### config.mk
export PLATFORM = sky130hd
export DESIGN_NAME = adc_oversample_accumulator
export DESIGN_NICKNAME = d
export VERILOG_FILES = /design/src/design/adc_oa_pkg.sv /design/src/design/adc_oa_div.sv /design/src/design/adc_oa_front.sv /design/src/design/adc_oa_back.sv /design/src/design/adc_oversample_accumulator.sv
export SDC_FILE = /design/constraint.sdc
export NUM_CORES = 2
export LEC_CHECK = 0
export ABC_AREA = 0
export ABC_CLOCK_PERIOD_IN_PS = 8600
export BUFFER_PORTS_ARGS = -buffer_cell sky130_fd_sc_hd__buf_4
export CORE_ASPECT_RATIO = 1.5
export CORE_MARGIN = 3
export CORE_UTILIZATION = 45
export DETAILED_ROUTE_END_ITERATION = 10
export SYNTH_ARGS = -nofsm -noshare
export SYNTH_HDL_FRONTEND = slang
export SYNTH_HIERARCHICAL = 1
export SYNTH_SLANG_ARGS = --single-unit
### constraint.sdc
create_clock -name clk -period 8.6 [get_ports clk]
set_input_delay 1.29 -clock clk [delete_from_list [all_inputs] [get_ports clk]]
set_output_delay 1.29 -clock clk [all_outputs]
set_load 0.01 [all_outputs]
### src/design/adc_oa_pkg.sv
package adc_oa_pkg;

	localparam int unsigned CHANNELS    = 5;
	localparam int unsigned SAMPLE_BITS = 12;
	localparam int unsigned CH_W        = 3;
	localparam int unsigned CH_IDX_W    = (CHANNELS > 1) ? $clog2(CHANNELS) : 1;
	localparam int unsigned FACTOR_W    = 9;
	localparam int unsigned IN_USE_W    = 3;
	localparam int unsigned READING_W   = 16;
	localparam int unsigned CFG_DATA_W  = 9;
	localparam int unsigned CFG_IDX_W   = 1;
	localparam int unsigned ACC_W       = 32;

	localparam logic [CH_W:0]           CH_COUNT      = (CH_W + 1)'(CHANNELS);
	localparam logic [ACC_W-1:0]        RESCALE_LIMIT = 32'hFFFF_F000;
	localparam logic [ACC_W-1:0]        COUNT_MAX     = 32'hFFFF_FFFF;
	localparam logic [READING_W-1:0]    READING_MAX   = 16'hFFFF;
	localparam logic [FACTOR_W-1:0]     FACTOR_RESET  = 9'd16;
	localparam logic [IN_USE_W-1:0]     IN_USE_RESET  = 3'd5;

	// request type codes
	localparam logic [1:0] REQ_FRAME = 2'd0;
	localparam logic [1:0] REQ_READ  = 2'd1;
	localparam logic [1:0] REQ_CLEAR = 2'd2;

	// configuration register indexes
	localparam logic [CFG_IDX_W-1:0] CFG_FACTOR = 1'b0;
	localparam logic [CFG_IDX_W-1:0] CFG_IN_USE = 1'b1;

	typedef logic [SAMPLE_BITS-1:0] sample_t;

	typedef struct packed {
		logic [1:0]      req_type;
		logic [CH_W-1:0] channel;
		logic [11:0]     sample_0;
		logic [11:0]     sample_1;
		logic [11:0]     sample_2;
		logic [11:0]     sample_3;
		logic [11:0]     sample_4;
	} req_item_t;

	typedef struct packed {
		logic [READING_W-1:0] reading;
		logic                 ready_res;
	} res_item_t;

	typedef enum logic [1:0] {
		OP_FRAME,
		OP_READ,
		OP_CLEAR
	} op_t;

	typedef struct packed {
		op_t                        op;
		logic [CH_W-1:0]            channel;
		sample_t [CHANNELS-1:0]     samples;
	} qent_t;

	typedef struct packed {
		logic [FACTOR_W-1:0] factor;
		logic [IN_USE_W-1:0] in_use;
	} cfg_t;

	typedef struct packed {
		logic             start;
		logic [ACC_W-1:0] dividend;
		logic [ACC_W-1:0] divisor;
	} div_req_t;

	typedef struct packed {
		logic             busy;
		logic             done;
		logic [ACC_W-1:0] quotient;
		logic [ACC_W-1:0] remainder;
	} div_rsp_t;

	typedef enum logic [3:0] {
		BK_IDLE,
		BK_CLEAR,
		BK_FRAME,
		BK_RESCALE,
		BK_RD_CHECK,
		BK_RD_DIV1,
		BK_RD_MUL,
		BK_RD_SUB,
		BK_RD_DIV2,
		BK_OUT
	} bk_state_t;

endpackage

### src/design/adc_oa_div.sv
module adc_oa_div (
	input  logic                 clk,
	input  logic                 arst_n,
	input  adc_oa_pkg::div_req_t req,
	output adc_oa_pkg::div_rsp_t rsp
);

	localparam int unsigned DIV_W  = adc_oa_pkg::ACC_W;
	localparam int unsigned STEP_W = $clog2(DIV_W);
	localparam logic [STEP_W-1:0] LAST_STEP = STEP_W'(DIV_W - 1);

	logic              busy_q;
	logic              done_q;
	logic [STEP_W-1:0] step_q;
	logic [DIV_W-1:0]  rem_q;
	logic [DIV_W-1:0]  quo_q;
	logic [DIV_W-1:0]  dvs_q;

	logic [DIV_W:0]    shifted;
	logic [DIV_W:0]    diff;
	logic              fits;
	logic              launch;

	assign launch  = req.start && !busy_q;
	assign shifted = {rem_q, quo_q[DIV_W-1]};
	assign diff    = shifted - {1'b0, dvs_q};
	assign fits    = shifted >= {1'b0, dvs_q};

	always_ff @(posedge clk or negedge arst_n) begin
		if (!arst_n) begin
			busy_q <= 1'b0;
			done_q <= 1'b0;
			step_q <= '0;
		end else begin
			done_q <= busy_q && (step_q == LAST_STEP);
			if (launch) begin
				busy_q <= 1'b1;
				step_q <= '0;
			end else if (busy_q) begin
				step_q <= step_q + STEP_W'(1);
				if (step_q == LAST_STEP) begin
					busy_q <= 1'b0;
				end
			end
		end
	end

	// one quotient bit per cycle, restoring
	always_ff @(posedge clk) begin
		if (launch) begin
			rem_q <= '0;
			quo_q <= req.dividend;
			dvs_q <= req.divisor;
		end else if (busy_q) begin
			rem_q <= fits ? diff[DIV_W-1:0] : shifted[DIV_W-1:0];
			quo_q <= {quo_q[DIV_W-2:0], fits};
		end
	end

	assign rsp.busy      = busy_q;
	assign rsp.done      = done_q;
	assign rsp.quotient  = quo_q;
	assign rsp.remainder = rem_q;

endmodule

### src/design/adc_oa_front.sv
module adc_oa_front (
	input  logic                  clk,
	input  logic                  arst_n,
	input  logic                  req_valid,
	output logic                  req_stall,
	input  adc_oa_pkg::req_item_t req_item,
	input  logic                  pop,
	output logic                  q_valid,
	output adc_oa_pkg::qent_t     q_head
);

	localparam int unsigned DEPTH = 2;
	localparam int unsigned PTR_W = $clog2(DEPTH);
	localparam logic [PTR_W:0] FULL = (PTR_W + 1)'(DEPTH);

	adc_oa_pkg::qent_t mem_q [DEPTH];
	logic [PTR_W-1:0]  wr_ptr_q;
	logic [PTR_W-1:0]  rd_ptr_q;
	logic [PTR_W:0]    fill_q;

	adc_oa_pkg::qent_t entry;
	logic              keep;
	logic              push;
	logic              take;

	// classify: drop unused request types and clears of missing channels
	always_comb begin
		entry.channel    = req_item.channel;
		entry.samples[0] = req_item.sample_0;
		entry.samples[1] = req_item.sample_1;
		entry.samples[2] = req_item.sample_2;
		entry.samples[3] = req_item.sample_3;
		entry.samples[4] = req_item.sample_4;
		unique case (req_item.req_type)
			adc_oa_pkg::REQ_FRAME: begin
				entry.op = adc_oa_pkg::OP_FRAME;
				keep     = 1'b1;
			end
			adc_oa_pkg::REQ_READ: begin
				entry.op = adc_oa_pkg::OP_READ;
				keep     = 1'b1;
			end
			adc_oa_pkg::REQ_CLEAR: begin
				entry.op = adc_oa_pkg::OP_CLEAR;
				keep     = {1'b0, req_item.channel} < adc_oa_pkg::CH_COUNT;
			end
			default: begin
				entry.op = adc_oa_pkg::OP_FRAME;
				keep     = 1'b0;
			end
		endcase
	end

	assign req_stall = (fill_q == FULL);
	assign q_valid   = (fill_q != '0);
	assign q_head    = mem_q[rd_ptr_q];
	assign push      = req_valid && !req_stall && keep;
	assign take      = pop && q_valid;

	always_ff @(posedge clk or negedge arst_n) begin
		if (!arst_n) begin
			wr_ptr_q <= '0;
			rd_ptr_q <= '0;
			fill_q   <= '0;
		end else begin
			if (push) begin
				wr_ptr_q <= wr_ptr_q + PTR_W'(1);
			end
			if (take) begin
				rd_ptr_q <= rd_ptr_q + PTR_W'(1);
			end
			fill_q <= fill_q + (PTR_W + 1)'(push) - (PTR_W + 1)'(take);
		end
	end

	always_ff @(posedge clk) begin
		if (push) begin
			mem_q[wr_ptr_q] <= entry;
		end
	end

endmodule

### src/design/adc_oa_back.sv
module adc_oa_back (
	input  logic                  clk,
	input  logic                  arst_n,
	input  adc_oa_pkg::cfg_t      cfg,
	input  logic                  q_valid,
	input  adc_oa_pkg::qent_t     q_head,
	output logic                  pop,
	output adc_oa_pkg::div_req_t  div_req,
	input  adc_oa_pkg::div_rsp_t  div_rsp,
	output logic                  res_valid,
	input  logic                  res_stall,
	output adc_oa_pkg::res_item_t res_item
);

	localparam int unsigned IW    = adc_oa_pkg::CH_IDX_W;
	localparam int unsigned AW    = adc_oa_pkg::ACC_W;
	localparam int unsigned SW    = adc_oa_pkg::SAMPLE_BITS;
	localparam int unsigned FW    = adc_oa_pkg::FACTOR_W;
	localparam int unsigned PW    = SW + FW;
	localparam int unsigned RW    = adc_oa_pkg::READING_W;
	localparam logic [IW-1:0] LAST_CH = IW'(adc_oa_pkg::CHANNELS - 1);

	adc_oa_pkg::bk_state_t state_q;
	adc_oa_pkg::bk_state_t state_d;

	adc_oa_pkg::qent_t     cur_q;
	logic [IW-1:0]         idx_q;
	logic [AW-1:0]         sum_q  [adc_oa_pkg::CHANNELS];
	logic [AW-1:0]         cnt_q  [adc_oa_pkg::CHANNELS];
	logic [SW-1:0]         last_q [adc_oa_pkg::CHANNELS];
	logic [AW-1:0]         q1_q;
	logic [FW-1:0]         rem_q;
	logic [PW-1:0]         prod_q;
	logic [RW-1:0]         val_q;
	logic                  rdy_q;
	logic                  res_valid_q;
	adc_oa_pkg::res_item_t res_q;

	logic [IW-1:0] acc_idx;
	logic [IW-1:0] cur_idx;
	logic [AW-1:0] sum_sel;
	logic [AW-1:0] cnt_sel;
	logic [SW-1:0] last_sel;
	logic [SW-1:0] smp;
	logic [AW-1:0] new_sum;
	logic [AW-1:0] new_cnt;
	logic          need_rescale;
	logic          last_idx;
	logic [FW-1:0] f_eff;
	logic          f_one;
	logic          ch_ok;
	logic          short_cnt;
	logic [AW-1:0] prod_ext;
	logic [AW-1:0] num;
	logic          load_res;

	assign cur_idx  = cur_q.channel[IW-1:0];
	assign acc_idx  = (state_q == adc_oa_pkg::BK_FRAME || state_q == adc_oa_pkg::BK_RESCALE)
		? idx_q : cur_idx;
	assign sum_sel  = sum_q[acc_idx];
	assign cnt_sel  = cnt_q[acc_idx];
	assign last_sel = last_q[acc_idx];

	assign smp          = cur_q.samples[idx_q];
	assign new_sum      = sum_sel + AW'(smp);
	assign new_cnt      = (cnt_sel == adc_oa_pkg::COUNT_MAX) ? cnt_sel : cnt_sel + AW'(1);
	assign need_rescale = new_sum >= adc_oa_pkg::RESCALE_LIMIT;
	assign last_idx     = (idx_q == LAST_CH);

	// a factor of zero behaves as one
	assign f_eff     = (cfg.factor == '0) ? FW'(1) : cfg.factor;
	assign f_one     = (f_eff == FW'(1));
	assign ch_ok     = ({1'b0, cur_q.channel} < adc_oa_pkg::CH_COUNT)
		&& (cur_q.channel < cfg.in_use);
	assign short_cnt = cnt_sel < AW'(f_eff);
	assign prod_ext  = AW'(prod_q);
	assign num       = (prod_ext > sum_sel) ? '0 : sum_sel - prod_ext;
	assign load_res  = (state_q == adc_oa_pkg::BK_OUT) && (!res_valid_q || !res_stall);

	always_comb begin
		state_d = state_q;
		unique case (state_q)
			adc_oa_pkg::BK_IDLE: begin
				if (q_valid) begin
					unique case (q_head.op)
						adc_oa_pkg::OP_FRAME: state_d = adc_oa_pkg::BK_FRAME;
						adc_oa_pkg::OP_READ:  state_d = adc_oa_pkg::BK_RD_CHECK;
						adc_oa_pkg::OP_CLEAR: state_d = adc_oa_pkg::BK_CLEAR;
						default:              state_d = adc_oa_pkg::BK_IDLE;
					endcase
				end
			end
			adc_oa_pkg::BK_CLEAR: state_d = adc_oa_pkg::BK_IDLE;
			adc_oa_pkg::BK_FRAME: begin
				priority if (need_rescale) begin
					state_d = adc_oa_pkg::BK_RESCALE;
				end else if (last_idx) begin
					state_d = adc_oa_pkg::BK_IDLE;
				end
			end
			adc_oa_pkg::BK_RESCALE: begin
				if (div_rsp.done) begin
					state_d = last_idx ? adc_oa_pkg::BK_IDLE : adc_oa_pkg::BK_FRAME;
				end
			end
			adc_oa_pkg::BK_RD_CHECK: begin
				priority if (!ch_ok || short_cnt) begin
					state_d = adc_oa_pkg::BK_OUT;
				end else if (f_one) begin
					state_d = adc_oa_pkg::BK_RD_DIV2;
				end else begin
					state_d = adc_oa_pkg::BK_RD_DIV1;
				end
			end
			adc_oa_pkg::BK_RD_DIV1: begin
				if (div_rsp.done) begin
					state_d = adc_oa_pkg::BK_RD_MUL;
				end
			end
			adc_oa_pkg::BK_RD_MUL: state_d = adc_oa_pkg::BK_RD_SUB;
			adc_oa_pkg::BK_RD_SUB: state_d = adc_oa_pkg::BK_RD_DIV2;
			adc_oa_pkg::BK_RD_DIV2: begin
				if (div_rsp.done) begin
					state_d = adc_oa_pkg::BK_OUT;
				end
			end
			adc_oa_pkg::BK_OUT: begin
				if (load_res) begin
					state_d = adc_oa_pkg::BK_IDLE;
				end
			end
			default: state_d = adc_oa_pkg::BK_IDLE;
		endcase
	end

	always_comb begin
		pop              = (state_q == adc_oa_pkg::BK_IDLE) && q_valid;
		div_req.start    = 1'b0;
		div_req.dividend = sum_sel;
		div_req.divisor  = cnt_sel;
		unique case (state_q)
			adc_oa_pkg::BK_FRAME: begin
				div_req.start    = need_rescale;
				div_req.dividend = new_sum;
				div_req.divisor  = new_cnt;
			end
			adc_oa_pkg::BK_RD_CHECK: begin
				div_req.start = ch_ok && !short_cnt;
				if (!f_one) begin
					div_req.dividend = cnt_sel;
					div_req.divisor  = AW'(f_eff);
				end
			end
			adc_oa_pkg::BK_RD_SUB: begin
				div_req.start    = 1'b1;
				div_req.dividend = num;
				div_req.divisor  = q1_q;
			end
			default: begin
				div_req.start = 1'b0;
			end
		endcase
	end

	always_ff @(posedge clk or negedge arst_n) begin
		if (!arst_n) begin
			state_q     <= adc_oa_pkg::BK_IDLE;
			idx_q       <= '0;
			res_valid_q <= 1'b0;
			for (int i = 0; i < adc_oa_pkg::CHANNELS; i++) begin
				sum_q[i]  <= '0;
				cnt_q[i]  <= '0;
				last_q[i] <= '0;
			end
		end else begin
			state_q <= state_d;
			if (load_res) begin
				res_valid_q <= 1'b1;
			end else if (!res_stall) begin
				res_valid_q <= 1'b0;
			end
			unique case (state_q)
				adc_oa_pkg::BK_IDLE: begin
					idx_q <= '0;
				end
				adc_oa_pkg::BK_CLEAR: begin
					sum_q[cur_idx] <= '0;
					cnt_q[cur_idx] <= '0;
				end
				adc_oa_pkg::BK_FRAME: begin
					sum_q[idx_q]  <= new_sum;
					cnt_q[idx_q]  <= new_cnt;
					last_q[idx_q] <= smp;
					if (!need_rescale && !last_idx) begin
						idx_q <= idx_q + IW'(1);
					end
				end
				adc_oa_pkg::BK_RESCALE: begin
					if (div_rsp.done) begin
						sum_q[idx_q] <= div_rsp.quotient;
						cnt_q[idx_q] <= AW'(1);
						if (!last_idx) begin
							idx_q <= idx_q + IW'(1);
						end
					end
				end
				default: begin
					idx_q <= idx_q;
				end
			endcase
		end
	end

	always_ff @(posedge clk) begin
		if (pop) begin
			cur_q <= q_head;
		end
		if (state_q == adc_oa_pkg::BK_RD_CHECK) begin
			val_q <= '0;
			rdy_q <= 1'b0;
		end
		if (state_q == adc_oa_pkg::BK_RD_DIV1 && div_rsp.done) begin
			q1_q  <= div_rsp.quotient;
			rem_q <= div_rsp.remainder[FW-1:0];
		end
		if (state_q == adc_oa_pkg::BK_RD_MUL) begin
			prod_q <= PW'(last_sel) * PW'(rem_q);
		end
		if (state_q == adc_oa_pkg::BK_RD_DIV2 && div_rsp.done) begin
			// saturate the reading
			val_q <= (div_rsp.quotient > AW'(adc_oa_pkg::READING_MAX))
				? adc_oa_pkg::READING_MAX : div_rsp.quotient[RW-1:0];
			rdy_q <= 1'b1;
		end
		if (load_res) begin
			res_q.reading   <= val_q;
			res_q.ready_res <= rdy_q;
		end
	end

	assign res_valid = res_valid_q;
	assign res_item  = res_q;

endmodule

### src/design/adc_oversample_accumulator.sv
// Oversampling accumulator for a five-channel ADC.
// Request channel (req_valid / req_stall / req_item): a frame adds one
// sample per channel to the running sums, a read asks for one channel's
// reading, a clear zeroes one channel's sum and count. Unused request
// types are dropped on entry. Only reads produce a result.
// Result channel (res_valid / res_stall / res_item): one item per read.
// A two-entry request queue sits in front of a sequencer that owns the
// channel state and one shared radix-2 divider.
// Divisions per item in the sequencer:
//   frame: one for each channel whose sum hits the rescale point
//   clear: none
//   read : none when not ready, one for the plain average, two with
//          oversampling
// A held result stays in the output register while res_stall is high; the
// queue keeps taking requests until it fills, then raises req_stall.
// Reset clears all sums, counts and latest samples, empties the queue, and
// loads oversample_factor = 16 and channels_in_use = 5.
// Configuration writes (cfg_wen, cfg_idx, cfg_wdata) are taken on a clock edge with cfg_wen high.
module adc_oversample_accumulator (
	input  logic                                    clk,
	input  logic                                    arst_n,
	input  logic                                    req_valid,
	output logic                                    req_stall,
	input  adc_oa_pkg::req_item_t                   req_item,
	output logic                                    res_valid,
	input  logic                                    res_stall,
	output adc_oa_pkg::res_item_t                   res_item,
	input  logic                                    cfg_wen,
	input  logic [adc_oa_pkg::CFG_IDX_W-1:0]        cfg_idx,
	input  logic [adc_oa_pkg::CFG_DATA_W-1:0]       cfg_wdata
);

	adc_oa_pkg::cfg_t     cfg_q;
	adc_oa_pkg::qent_t    q_head;
	logic                 q_valid;
	logic                 pop;
	adc_oa_pkg::div_req_t div_req;
	adc_oa_pkg::div_rsp_t div_rsp;

	always_ff @(posedge clk or negedge arst_n) begin
		if (!arst_n) begin
			cfg_q.factor <= adc_oa_pkg::FACTOR_RESET;
			cfg_q.in_use <= adc_oa_pkg::IN_USE_RESET;
		end else if (cfg_wen) begin
			unique case (cfg_idx)
				adc_oa_pkg::CFG_FACTOR: cfg_q.factor <= cfg_wdata[adc_oa_pkg::FACTOR_W-1:0];
				adc_oa_pkg::CFG_IN_USE: cfg_q.in_use <= cfg_wdata[adc_oa_pkg::IN_USE_W-1:0];
				default:                cfg_q        <= cfg_q;
			endcase
		end
	end

	adc_oa_front u_front (
		.clk       (clk),
		.arst_n    (arst_n),
		.req_valid (req_valid),
		.req_stall (req_stall),
		.req_item  (req_item),
		.pop       (pop),
		.q_valid   (q_valid),
		.q_head    (q_head)
	);

	adc_oa_back u_back (
		.clk       (clk),
		.arst_n    (arst_n),
		.cfg       (cfg_q),
		.q_valid   (q_valid),
		.q_head    (q_head),
		.pop       (pop),
		.div_req   (div_req),
		.div_rsp   (div_rsp),
		.res_valid (res_valid),
		.res_stall (res_stall),
		.res_item  (res_item)
	);

	adc_oa_div u_div (
		.clk    (clk),
		.arst_n (arst_n),
		.req    (div_req),
		.rsp    (div_rsp)
	);

endmodule

* Word-level counts from Yosys, hierarchy flattened
Memory sizes are Yosys's and may differ from the RTL's.
Index checks and enable logic that the tools add are counted.
** Cells by class
- Multipliers :: 1
- $lt $le $gt $ge :: 14
- Muxes and demuxes :: 65
- Reductions and logical operators :: 40
- Bitwise logic cells :: 10
- Equal/unequal tests :: 27
- $add $sub $neg :: 10
** Operators with widths (number)
- $pmux W160 S3 :: 2
- $bwmux W160 :: 3
- $mux W32 :: 11
- $and A160 B160 Y160 :: 2
- $mux W160 :: 2
- $bmux W32 S3 :: 2
- $demux W32 S3 :: 2
- $pmux W64 S3 :: 1
- $not A160 Y160 :: 1
- $and A155 B155 Y155 :: 1
- $not A155 Y155 :: 1
- $bmux W12 S3 :: 2
- $mux W64 :: 1
- $bwmux W60 :: 1
- $mux W12 :: 4
- $mux W16 :: 3
- $demux W12 S3 :: 1
- $mux W4 :: 9
- $pmux W4 S9 :: 1
- $ge A33 B32 Y1 :: 1
- $add A32 B1 Y32 const B :: 1
- $add A32 B12 Y32 :: 1
- $eq A32 B32 Y1 const B :: 1
- $ge A32 B32 Y1 const B :: 1
- other kinds (52) :: 112
** Storage, ports and cells
- Memories kept :: 1
- Bits in registers :: 666
- Output and inout bits :: 19
- Bits of input ports :: 80
- RAM bits :: 130
** Memories
- u_front.mem_q :: words 2, bits a word 65, rd ports 1, clocked after memory_dff 0, write ports 1, line adc_oa_front.sv:16 : adc_oa_pkg::qent_t mem_q [DEPTH];

* Logic depth before layout (Yosys ltp)
- Word-level depth :: 13
- Depth in mapped cells :: 31
- Gate-level depth less buffers :: 24

* By module
The synthesis kept the hierarchy.
** Modules (own cells, without submodules)
- adc_oa_back :: cells each 3338, area an instance 33224.4 um2, instances 1
- adc_oa_div :: cells each 545, area an instance 5943.2 um2, instances 1
- adc_oa_front :: cells each 225, area an instance 5084.9 um2, instances 1
- adc_oversample_accumulator :: cells each 27, area an instance 501.7 um2, instances 1

* Worst setup path after synthesis
No wires, ideal clock.
- Kind :: reg-to-reg
- Start :: register u_back.state_q[3]
- End :: register u_div.quo_q[21], data pin
- Arrival time :: 7.859 ns
- Stages on the path, launching flop included :: 24
- Setup slack :: 0.479 ns
- Library setup time :: 0.262 ns
- Required time :: 8.338 ns
- Cell sequence :: dfrtp_1 > or3b_1 > buf_4 > mux2_4 > buf_6 > buf_6 > buf_1 > mux4_2 > a22o_1 > ha_1 > a211oi_1 > o21bai_1 > o2111ai_1 > a21oi_1 > o31ai_1 > nor3_1 > xnor2_1 > or4b_1 > nor4_4 > a211o_1 > inv_1 > nor2_1 > clkbuf_1 > mux2_2
** RTL lines
- from (decl) :: line adc_oa_back.sv:23 : adc_oa_pkg::bk_state_t state_q;
- from (signal assigned) :: line adc_oa_back.sv:167 : state_q <= adc_oa_pkg::BK_IDLE;
- from (signal assigned) :: line adc_oa_back.sv:176 : state_q <= state_d;
- to (signal assigned) :: line adc_oa_div.sv:52 : quo_q <= req.dividend;
- to (signal assigned) :: line adc_oa_div.sv:56 : quo_q <= {quo_q[DIV_W-2:0], fits};
- to (decl) :: line adc_oa_div.sv:16 : logic [DIV_W-1:0] quo_q;

==> results_dict.tcl <==
set metrics [dict create \
    cts.clk_slew.worst_paths_ns 0.06 \
    dpl.hpwl_mm 102 \
    ctsHoldBuffers 0 \
    ctsResizeCount 0 \
    max_freq_mhz 126 \
    place.port_buffers 98 \
    p_leak_nw 20.4 \
    pre_cts_ws_ns 0.857 \
    h-tree-depth 3 \
    yosys_warnings 6 \
    syn2layout_area_growth_pct 11.0 \
    tns_ns 0 \
    num_rows 141 \
    clock_path_buffers 3 \
    drt_iter0_markers 3608 \
    dr.pass1.iters 7 \
    hold_violations 0 \
    layout_setup_ws_ns 0.660 \
    vias 34400 \
    slowest_stage "dfrtp_1" \
    first_global_vias 34600 \
    cp-start-kind "flip-flop" \
    endpoint "u_div/quo_q[29]" \
    cp.depth 24 \
    period_share_pct 92.3 \
    cp_max_fo 64 \
    critPathMaxStageDelay_ns 0.54 \
    critical-path-top-delay-family "simple AND/OR/NAND/NOR gates" \
    cp.arrival_ns 8.35 \
    drt_wl_total_mm 145 \
    status "finished, final reports clean" \
    dieArea_um2 103000 \
    viasPerCell 6.25 \
    tightestPinTransition_ns 1.16 \
    switchingPower_mw 1.75 \
    gp_congestion 0.997 \
    slew_headroom_pct 22.7 \
    rsz0062_at_grt "false" \
    cts_root_buffer "clkbuf_16" \
    cts_inserted_buffers 83 \
    power_density_nw_per_um2 164 \
    r2r_cells 24 \
    post-cts-setup-buffers 0 \
    grt_use_met3_pct 5.12 \
    synth_cells 4134 \
    rrSetupSlack_ns 0.66 \
    wl_per_cell_um 26.3 \
    setup_violations 0 \
    busiest_layer "met2" \
    multi_input_area_um2 21400 \
    antenna_found_initial 2 \
    cts_tree "yes" \
    met1_usage_pct 32.4 \
    critPathKind "flip-flop to flip-flop" \
    final_nets 4433 \
    hold_class "flip-flop to flip-flop" \
    irDropWorstVdd_mv 0.173 \
    worstPathRequired_ns 9.01 \
    num_antenna_cells 0 \
    fin_cells 5508 \
    grt.overflow.total 0 \
    layout_min_cycle_time_ns 7.94 \
    synth_area_per_cell_um2 10.8 \
    fp.dieH_um 392 \
    cp-end-kind "flip-flop" \
    clkSinkCount 796 \
    grtUsageTotal_pct 27.8 \
    cp.buffers_inverters 7 \
    die-width_um 263 \
    syn_area_um2 44700 \
    grt_max_degree 128 \
    coreArea_um2 98600 \
    use_met2_pct 47.9 \
    ant_nets 0 \
    finClkSkew_ns 0.0273 \
    start_util_pct 45.4 \
    grt_pass1_wl_mm 218 \
    syn-num-nets 4411 \
    nFillCells 8902 \
    maxCapViolCount 0 \
    crit_top_cell "buf_4" \
    clk_latency_ns 0.68 \
    place_inst 5358 \
    r2r-end "u_div/quo_q[29]" \
    path_cells "or3b_1, buf_4, mux2i_4, buf_4, buf_4, a22o_1, ha_1, inv_1, fa_1, nor2b_1, o31a_1, o221ai_1, a31oi_1, o211ai_1, buf_4, nor4_1, xnor2_1, or4b_1, nor4_4, a211o_1, inv_1, nor2_4, buf_12, mux2_2" \
    drive_gt1_share_pct 13.9 \
    swShare_pct 21.5 \
    internal-power_mw 6.38 \
    ioPinCount 99 \
    worst_r2r_startpoint "u_back/state_q[1]" \
    route.detailed.drc 0 \
    final_util_pct 50.3 \
    power_frac_comb_pct 3.1 \
    register_area_um2 21500 \
    pwr-share-clk_pct 45.9 \
    startpoint "u_back/state_q[1]" \
    seqPwrFrac_pct 51.0 \
    finalMaxSlewViolations 0 \
]
[worst min path at each step]
stage                          start                   to  cells past startpoint
finish               u_back/val_q[2]   u_back/res_item[3]                      0
global route        u_back/val_q[13]  u_back/res_item[14]                      0
CTS                  u_back/val_q[4]   u_back/res_item[5]                      0
detailed placement  u_back/val_q[13]  u_back/res_item[14]                      0
global placement     u_back/val_q[0]   u_back/res_item[1]                      0
floorplan            u_back/val_q[9]  u_back/res_item[10]                      0
[per-layer routing]
layer	vias up	share of wire [%]	wire length (um)
met5	-	0.014	21
met4	4	6.5	9450
met3	396	6.9	10000
met2	1469	49	71800
met1	17300	37	53800
li1	15300	-	-
[power groups by stage]
stage / logic (mW) / registers (mW) / clock network (mW)
finish: 0.254 / 4.15 / 3.73
global route: 0.283 / 4.15 / 3.95
CTS: 0.263 / 4.15 / 3.80
detailed placement: 0.261 / 4.22 / 0
global placement: 0.260 / 4.22 / 0
floorplan: 0.131 / 4.21 / 0
[placed cells by master (no fill, tap or decap), types with 64 or more instances in the layout]
master       n
buf_4      183
edfxtp_1   352
o21ai_0    300
inv_1      220
clkbuf_16   84
nand3_1    111
mux2_2      68
a21oi_1    189
nand2_1    398
ha_1       123
nor2_1     267
xnor2_1     71
mux4_2      64
a22o_1     195
fa_1        74
dfrtp_1    407
[state kept, by name, summed over array words and instances, names as in the netlist, 5 cells and up]
signal,count
u_front/mem_q,130
u_div/rem_q,32
u_back/val_q,16
u_back/cnt_q,160
u_div/dvs_q,32
u_back/res_item,17
u_back/rem_q,9
u_back/prod_q,21
u_back/q1_q,32
u_back/last_q,60
u_back/cur_q,60
u_back/sum_q,160
cfg_q,12
u_div/quo_q,32
u_div/step_q,5
[stage by stage]
stage | hold slack, ns | cell area, um^2 | total power, mW
after floorplan | 0.400 | 44700 | 4.35
after global placement | 0.401 | 46900 | 4.48
after detailed placement | 0.406 | 46900 | 4.48
after CTS | 0.418 | 49600 | 8.21
after global routing | 0.434 | 49600 | 8.39
final | 0.421 | 49600 | 8.13
[area by class of cell]
type,count,area share [%]
flip-flops and latches,796,43.4
multi-input cells,2865,43.2
clock buffers,101,4.40
well taps,1287,3.24
repair buffers,189,3.00
inverters,221,1.67
clock inverters,49,1.15
Note: power is estimated with default switching activity, not from simulation.
